==> src/hdl/sck_pkg.sv <==
package sck_pkg;

  // fixed-point format of |t|, d, terms and the running sum
  localparam int FRAC_BITS = 16;
  localparam int SUM_W     = 40;
  localparam int Q_W       = 48;
  localparam int D_W       = 42;
  localparam int MUL_W     = 32;
  localparam int DVD_W     = 64;
  localparam int DVS_W     = 32;

  localparam logic [SUM_W-1:0] SUM_MAX   = {SUM_W{1'b1}};
  localparam logic [SUM_W-1:0] EXP_LIMIT = SUM_W'(12) << FRAC_BITS;

  localparam logic [31:0] S3_Q30    = 32'd1859775393;
  localparam logic [31:0] S5_Q30    = 32'd2400959709;
  localparam logic [31:0] L2_Q30    = 32'd744261118;
  localparam logic [31:0] LOG2E_Q28 = 32'd387270501;

  // ceil(2^33 / 3), exact floor(x / 3) for any 32-bit x after a 33-bit shift
  localparam logic [31:0] RECIP3_Q33 = 32'hAAAA_AAAB;

  // Q1.30 to Q1.16 output shift, exp series length, largest useful exponent
  localparam int OUT_SHIFT    = 14;
  localparam int TAYLOR_TERMS = 12;
  localparam int EXP_N_MAX    = 17;
  localparam int LN_ITERS     = 30;

  localparam logic [2:0] KIND_GAUSS = 3'd0;
  localparam logic [2:0] KIND_EXP   = 3'd1;
  localparam logic [2:0] KIND_M32   = 3'd2;
  localparam logic [2:0] KIND_M52   = 3'd3;
  localparam logic [2:0] KIND_WHITE = 3'd4;

  typedef enum logic [4:0] {
    ST_IDLE,
    ST_DIV,
    ST_KIND,
    ST_GAUSS,
    ST_D_HI,
    ST_D_LO,
    ST_D_SUM,
    ST_M_SETUP,
    ST_SQ,
    ST_SQW,
    ST_LN_NORM,
    ST_LN_SQ,
    ST_LN_UPD,
    ST_LN_IP,
    ST_LN_FR,
    ST_LN_RES,
    ST_MTERM,
    ST_ADD,
    ST_FIN,
    ST_EX_U,
    ST_EX_G,
    ST_EX_G2,
    ST_EX_TM,
    ST_EX_TD,
    ST_EX_TW,
    ST_EX_OUT,
    ST_PUSH
  } sck_state_t;

endpackage

==> src/hdl/sck_div.sv <==
module sck_div import sck_pkg::*; (
  input  logic             clk,
  input  logic             rst_n,
  input  logic             start,
  input  logic [DVD_W-1:0] dividend,
  input  logic [DVS_W-1:0] divisor,
  output logic             done,
  output logic [DVD_W-1:0] quotient
);

  localparam int CNT_W = $clog2(DVD_W);

  logic             busy_r, busy_nxt;
  logic             done_r, done_nxt;
  logic [CNT_W-1:0] cnt_r, cnt_nxt;
  logic [DVD_W-1:0] dvd_r, dvd_nxt;
  logic [DVS_W-1:0] dvs_r, dvs_nxt;
  logic [DVS_W-1:0] rem_r, rem_nxt;
  logic [DVS_W:0]   rem_sh;
  logic             fits;

  // restoring division, one quotient bit a cycle
  assign rem_sh = {rem_r, dvd_r[DVD_W-1]};
  assign fits   = rem_sh >= {1'b0, dvs_r};

  always_comb begin
    busy_nxt = busy_r;
    done_nxt = 1'b0;
    cnt_nxt  = cnt_r;
    dvd_nxt  = dvd_r;
    dvs_nxt  = dvs_r;
    rem_nxt  = rem_r;
    if (start) begin
      busy_nxt = 1'b1;
      cnt_nxt  = '0;
      dvd_nxt  = dividend;
      dvs_nxt  = divisor;
      rem_nxt  = '0;
    end else if (busy_r) begin
      dvd_nxt = {dvd_r[DVD_W-2:0], fits};
      rem_nxt = fits ? DVS_W'(rem_sh - {1'b0, dvs_r}) : rem_sh[DVS_W-1:0];
      cnt_nxt = cnt_r + 1'b1;
      if (cnt_r == CNT_W'(DVD_W-1)) begin
        busy_nxt = 1'b0;
        done_nxt = 1'b1;
      end
    end
  end

  always_ff @(posedge clk) begin
    if (!rst_n) begin
      busy_r <= 1'b0;
      done_r <= 1'b0;
    end else begin
      busy_r <= busy_nxt;
      done_r <= done_nxt;
    end
  end

  always_ff @(posedge clk) begin
    cnt_r <= cnt_nxt;
    dvd_r <= dvd_nxt;
    dvs_r <= dvs_nxt;
    rem_r <= rem_nxt;
  end

  assign done     = done_r;
  assign quotient = dvd_r;

endmodule

==> config.mk <==
export PLATFORM = sky130hd
export DESIGN_NAME = sck_div
export DESIGN_NICKNAME = d
export VERILOG_FILES = /design/src/hdl/sck_pkg.sv /design/src/hdl/sck_div.sv
export SDC_FILE = /design/constraint.sdc
export NUM_CORES = 1
export LEC_CHECK = 0
export ABC_AREA = 1
export BUFFER_PORTS_ARGS = -buffer_cell sky130_fd_sc_hd__clkbuf_2
export CAP_MARGIN = 20
export CELL_PAD_IN_SITES_DETAIL_PLACEMENT = 0
export CELL_PAD_IN_SITES_GLOBAL_PLACEMENT = 1
export CORE_AREA = 2 2 146 148
export CTS_CLUSTER_SIZE = 30
export DETAILED_ROUTE_END_ITERATION = 16
export DIE_AREA = 0 0 148 150
export PLACE_DENSITY = 0.87
export SLEW_MARGIN = 20
export SYNTH_ARGS = -nofsm -noshare
export SYNTH_HDL_FRONTEND = slang
export SYNTH_SLANG_ARGS = --single-unit
==> constraint.sdc <==
create_clock -name clk -period 4.05 [get_ports clk]
set_input_delay 0.2025 -clock clk [delete_from_list [all_inputs] [get_ports clk]]
set_output_delay 0.2025 -clock clk [all_outputs]
set_load 0.01 [all_outputs]
# == Yosys cells after proc, flatten, opt, wreduce, memory -nomap -nowiden ==
# Cells that the tools add are included.
# totals
out_inout_bits,65
in_bits,99
regBits,136
elab_cells,21
# op_classes
order_cmp,1
n_eq_ne,1
n_addsub,2
bitwise_logic,2
muxes,7
reduce_logical,2
# ops
operator,count
$mux 64,2
$ge 33x32->1,1
$mux 32,1
$sub 32x32->32,1
$add 6x1->6 const B,1
$eq 6x6->1 const B,1
$mux 1,4
$reduce_or 3->1,1
$not 1->1,2
$reduce_bool 2->1,1

# == Depth between registers and ports, before layout ==
# logic_depth
depth_word,4
mapped_depth,17
mapped_depth_nobuf,16

# == Worst setup path before layout ==
# OpenSTA, ideal clock, no wires.
# synth_path
path_kind,register to register
startpoint,register busy_r
endpoint,"register dvd_r[0], in the netlist quotient[0] (enable)"
path_buffers,1
required_ns,3.596
arrival_time_ns,2.519
setup_time_ns,0.454
slack_ns,1.077
stages_incl_launch_ff,4
path_cell_list,dfxtp_1 -> nor2_1 -> inv_1 -> clkbuf_1
# synth_via
elab_chain_cells,1
# synth_lines
element,line,rtl
from (decl),sck_div.sv:13,"logic busy_r, busy_nxt;"
from (signal assigned),sck_div.sv:55,busy_r <= busy_nxt;
$reduce_bool 2->1 (no source line),n/a,
to (signal assigned),sck_div.sv:62,dvd_r <= dvd_nxt;
to (decl),sck_div.sv:16,"logic [DVD_W-1:0] dvd_r, dvd_nxt;"
# Every way passes these cells.
# A chain may end at the register's enable or synchronous reset.

# == Final worst setup path ==
# layout_path
startpoint,register dvs_r[24]
endpoint,register rem_r[0]
# layout_via
elab_chain_cells,2
# layout_lines
element,line,rtl
from (decl),sck_div.sv:17,"logic [DVS_W-1:0] dvs_r, dvs_nxt;"
from (signal assigned),sck_div.sv:63,dvs_r <= dvs_nxt;
$ge 33x32->1,sck_div.sv:24,"assign fits = rem_sh >= {1'b0, dvs_r};"
$mux 32,sck_div.sv:41,"rem_nxt = fits ? DVS_W'(rem_sh - {1'b0, dvs_r}) : rem_sh[DVS_W-1:0];"
to (signal assigned),sck_div.sv:64,rem_r <= rem_nxt;
to (decl),sck_div.sv:18,"logic [DVS_W-1:0] rem_r, rem_nxt;"
# Every way passes these cells.

==> flow_summary.toml <==
[sta]
fmaxAchievable_ghz = 0.388
fin_tns_setup_ns = 0
fin_skew_ns = 0.0122
rsz0062_at_grt = "false"
worst_slew_pin_slew_ns = 0.678
slew_violations = 0
hold_viol = 0
period_share_pct = 63.6
setup_violations = 0
slew_headroom_pct = 54.7
finalCriticalPeriod_ns = 2.58

[setup_path]
cp_max_fo = 34
cp-startpoint = "dvs_r[24]"
reg2reg_from = "dvs_r[24]"
worstSetupStartpointType = "flip-flop"
required_ns = 4.36
end_kind = "flip-flop"
cp.arrival_ns = 2.88
crit_type = "flip-flop to flip-flop"

[pwr]
p_int_mw = 2.73
vdd_ir_drop_max_mv = 0.266
power_switching_mw = 1.03
seqPwrFrac_pct = 44.0
combPwrFrac_pct = 12.7
powerDensity_nw_per_um2 = 371
swShare_pct = 27.4
power_leakage_nw = 5.37
pwr-share-clk_pct = 43.3

[global_route]
first_global_vias = 7296
grt-ovfl-total = 0
grt_max_degree = 57
antenna_found_initial = 0
grt_usage_pct = 20.4
grt_pass1_wl_um = 36000

[cts]
cts-htree-levels = 4
cts_tree = "done"
cts-root-buf = "clkbuf_16"
clkTransAtPathRegs_ns = 0.07
postCtsSetupRepairBufs = 0
cts-resized-gates = 0
clockBufferDepth = 2
cts_sinks = 136
insertion_delay_ns = 0.43
cts_inserted_buffers = 17

[min_path]
hp-start = "rst_n"
min_path_type = "input port to flip-flop"

[final_layout]
area_delta_synth_final_pct = 25.5
final_cell_mix = "490 x nand2_1, 168 x inv_1, 162 x clkbuf_2"
drive_above_1_share_pct = 17.3
final-seq-area_um2 = 3680
n_fill_cell = 2108
multi_input_area_um2 = 3590
antennaDiodeCount = 0
final_nets = 1429
fin_util_pct = 49.0
final_common_cell = "nand2_1"

[synth]
synth-seq-cells = 136
synth_cells = 1101
synth_area_um2 = 8080
yosys.area.top_type = "edfxtp_1"
synth-edff-count = 96
synth_area_leaders = "edfxtp_1 36%, nand2_1 23%, dfxtp_1 9.9%"
async_reset_ff_share_pct = 0
synth.avg_cell_area_um2 = 7.34
yosys_most_used_dff = "edfxtp_1"
synth.top_cell.area_share_pct = 35.7
yosysSeqAreaShare_pct = 45.6
ys_warn_count = 0
ys_types = 37
synth_nets = 1234

[floorplanning]
core_um2 = 20700
ios = 164
die_width_um = 148
die_area_um2 = 22200
row_count = 53
start_util_pct = 39.0
die_height_um = 150

[placed_design]
gp_congestion = 0.957
dp_hpwl_um = 16500
io_buffers = 163

[routing]
viasPerCell = 4.62
drc = 0
wl_um = 21900
dr.pass1.iters = 5
vias = 7317
drt_iter0_drc = 434
ant_nets = 0
wl_per_cell_um = 13.8

[flow_run]
maxCapViolCount = 0

[outcome]
status = "complete, no violations"
## synth_stat cells, types with 2 or more instances
library cell  count
nand2_1         490
inv_1           169
edfxtp_1         96
nand3_1          74
nor2_1           46
dfxtp_1          40
ha_1             33
a21oi_1          23
nand3b_1         22
o21ai_1          16
xnor2_1          13
clkbuf_1         11
nor3_1            9
buf_2             8
nand2_2           7
buf_1             6
nor2_2            5
o21ai_0           5
buf_6             3
o21bai_1          3
a31oi_1           2
and2_1            2
buf_4             2
clkinv_1          2
nand2_4           2
## flip-flops by register name, summed over array words and instances, names as in the netlist
| signal | flops |
|---|---|
| done | 1 |
| quotient | 64 |
| cnt_r | 6 |
| dvs_r | 32 |
| busy_r | 1 |
| rem_r | 32 |
## power by group through the flow
stage	logic (mW)	clock network, mW	registers, mW
CTS	0.485	1.66	1.66
finish	0.479	1.63	1.66
global placement	0.445	0	1.69
floorplan	0.222	0	1.71
detailed placement	0.459	0	1.69
global route	0.538	1.72	1.67
## repair_timing
item                                    CTS  global route
hold endpoints to repair                 32             0
endpoints found under the setup margin    0             0
hold buffers                             32             0
## final timing paths
| kind | endpoint | slack, ns | depth (start not counted) |
|---|---|---|---|
| worst min-delay path | done | 0.03 | 3 |
| worst max-delay path | rem_r[0] | 1.47 | 11 |
| worst min register to register | rem_r[24] | 0.47 | 2 |
| worst max register to register | rem_r[0] | 1.47 | 11 |
## cell families after synthesis
kind of cell               share of synthesized area, %
AOI/OAI and AO/OA                                  3.67
xor gates and xnor gates                           1.52
adders and majority gates                          5.36
buffers and inverters                              9.88
DFF                                                45.6
and+or+nand+nor                                    34.0
## metrics by stage
stage,worst slack (ns),cells,hold slack (ns),power (mW),instance area [um2]
2_1_floorplan,1.08,1101,0.301,1.93,8080
3_3_place_gp,1.50,1518,0.380,2.13,9160
3_5_place_dp,1.49,1520,0.381,2.14,9210
4_1_cts,1.47,1584,0.0184,3.81,10100
5_1_grt,1.20,1584,0.0257,3.92,10100
6_report,1.47,1584,0.0278,3.77,10100
## critical path, stage by stage, from the launching register on
cell and delay, ns:
edfxtp_1 0.35, inv_1 0.05, ha_1 0.38, nand2_1 0.13
nor2_1 0.20, nand2_1 0.12, nor3_2 0.19, nand2_4 0.29
nand2_4 0.43, nand2_1 0.10, nand3_1 0.09, o21ai_0 0.09
## final cells by class
type	count	share of cell area [%]
inverters	172	6.38
repair buffers	206	12.4
clock inverters	15	1.81
well taps	275	3.39
flip-flops and latches	136	36.3
multi-input cells	763	35.5
clock buffers	17	4.20
## metal layers
metal,global-route usage [%],wire length [um]
met1,26.0,9940
met2,34.1,10100
met3,5.03,1430
met4,6.90,418
met5,0,0
Note: power is estimated with default switching activity, not from simulation.
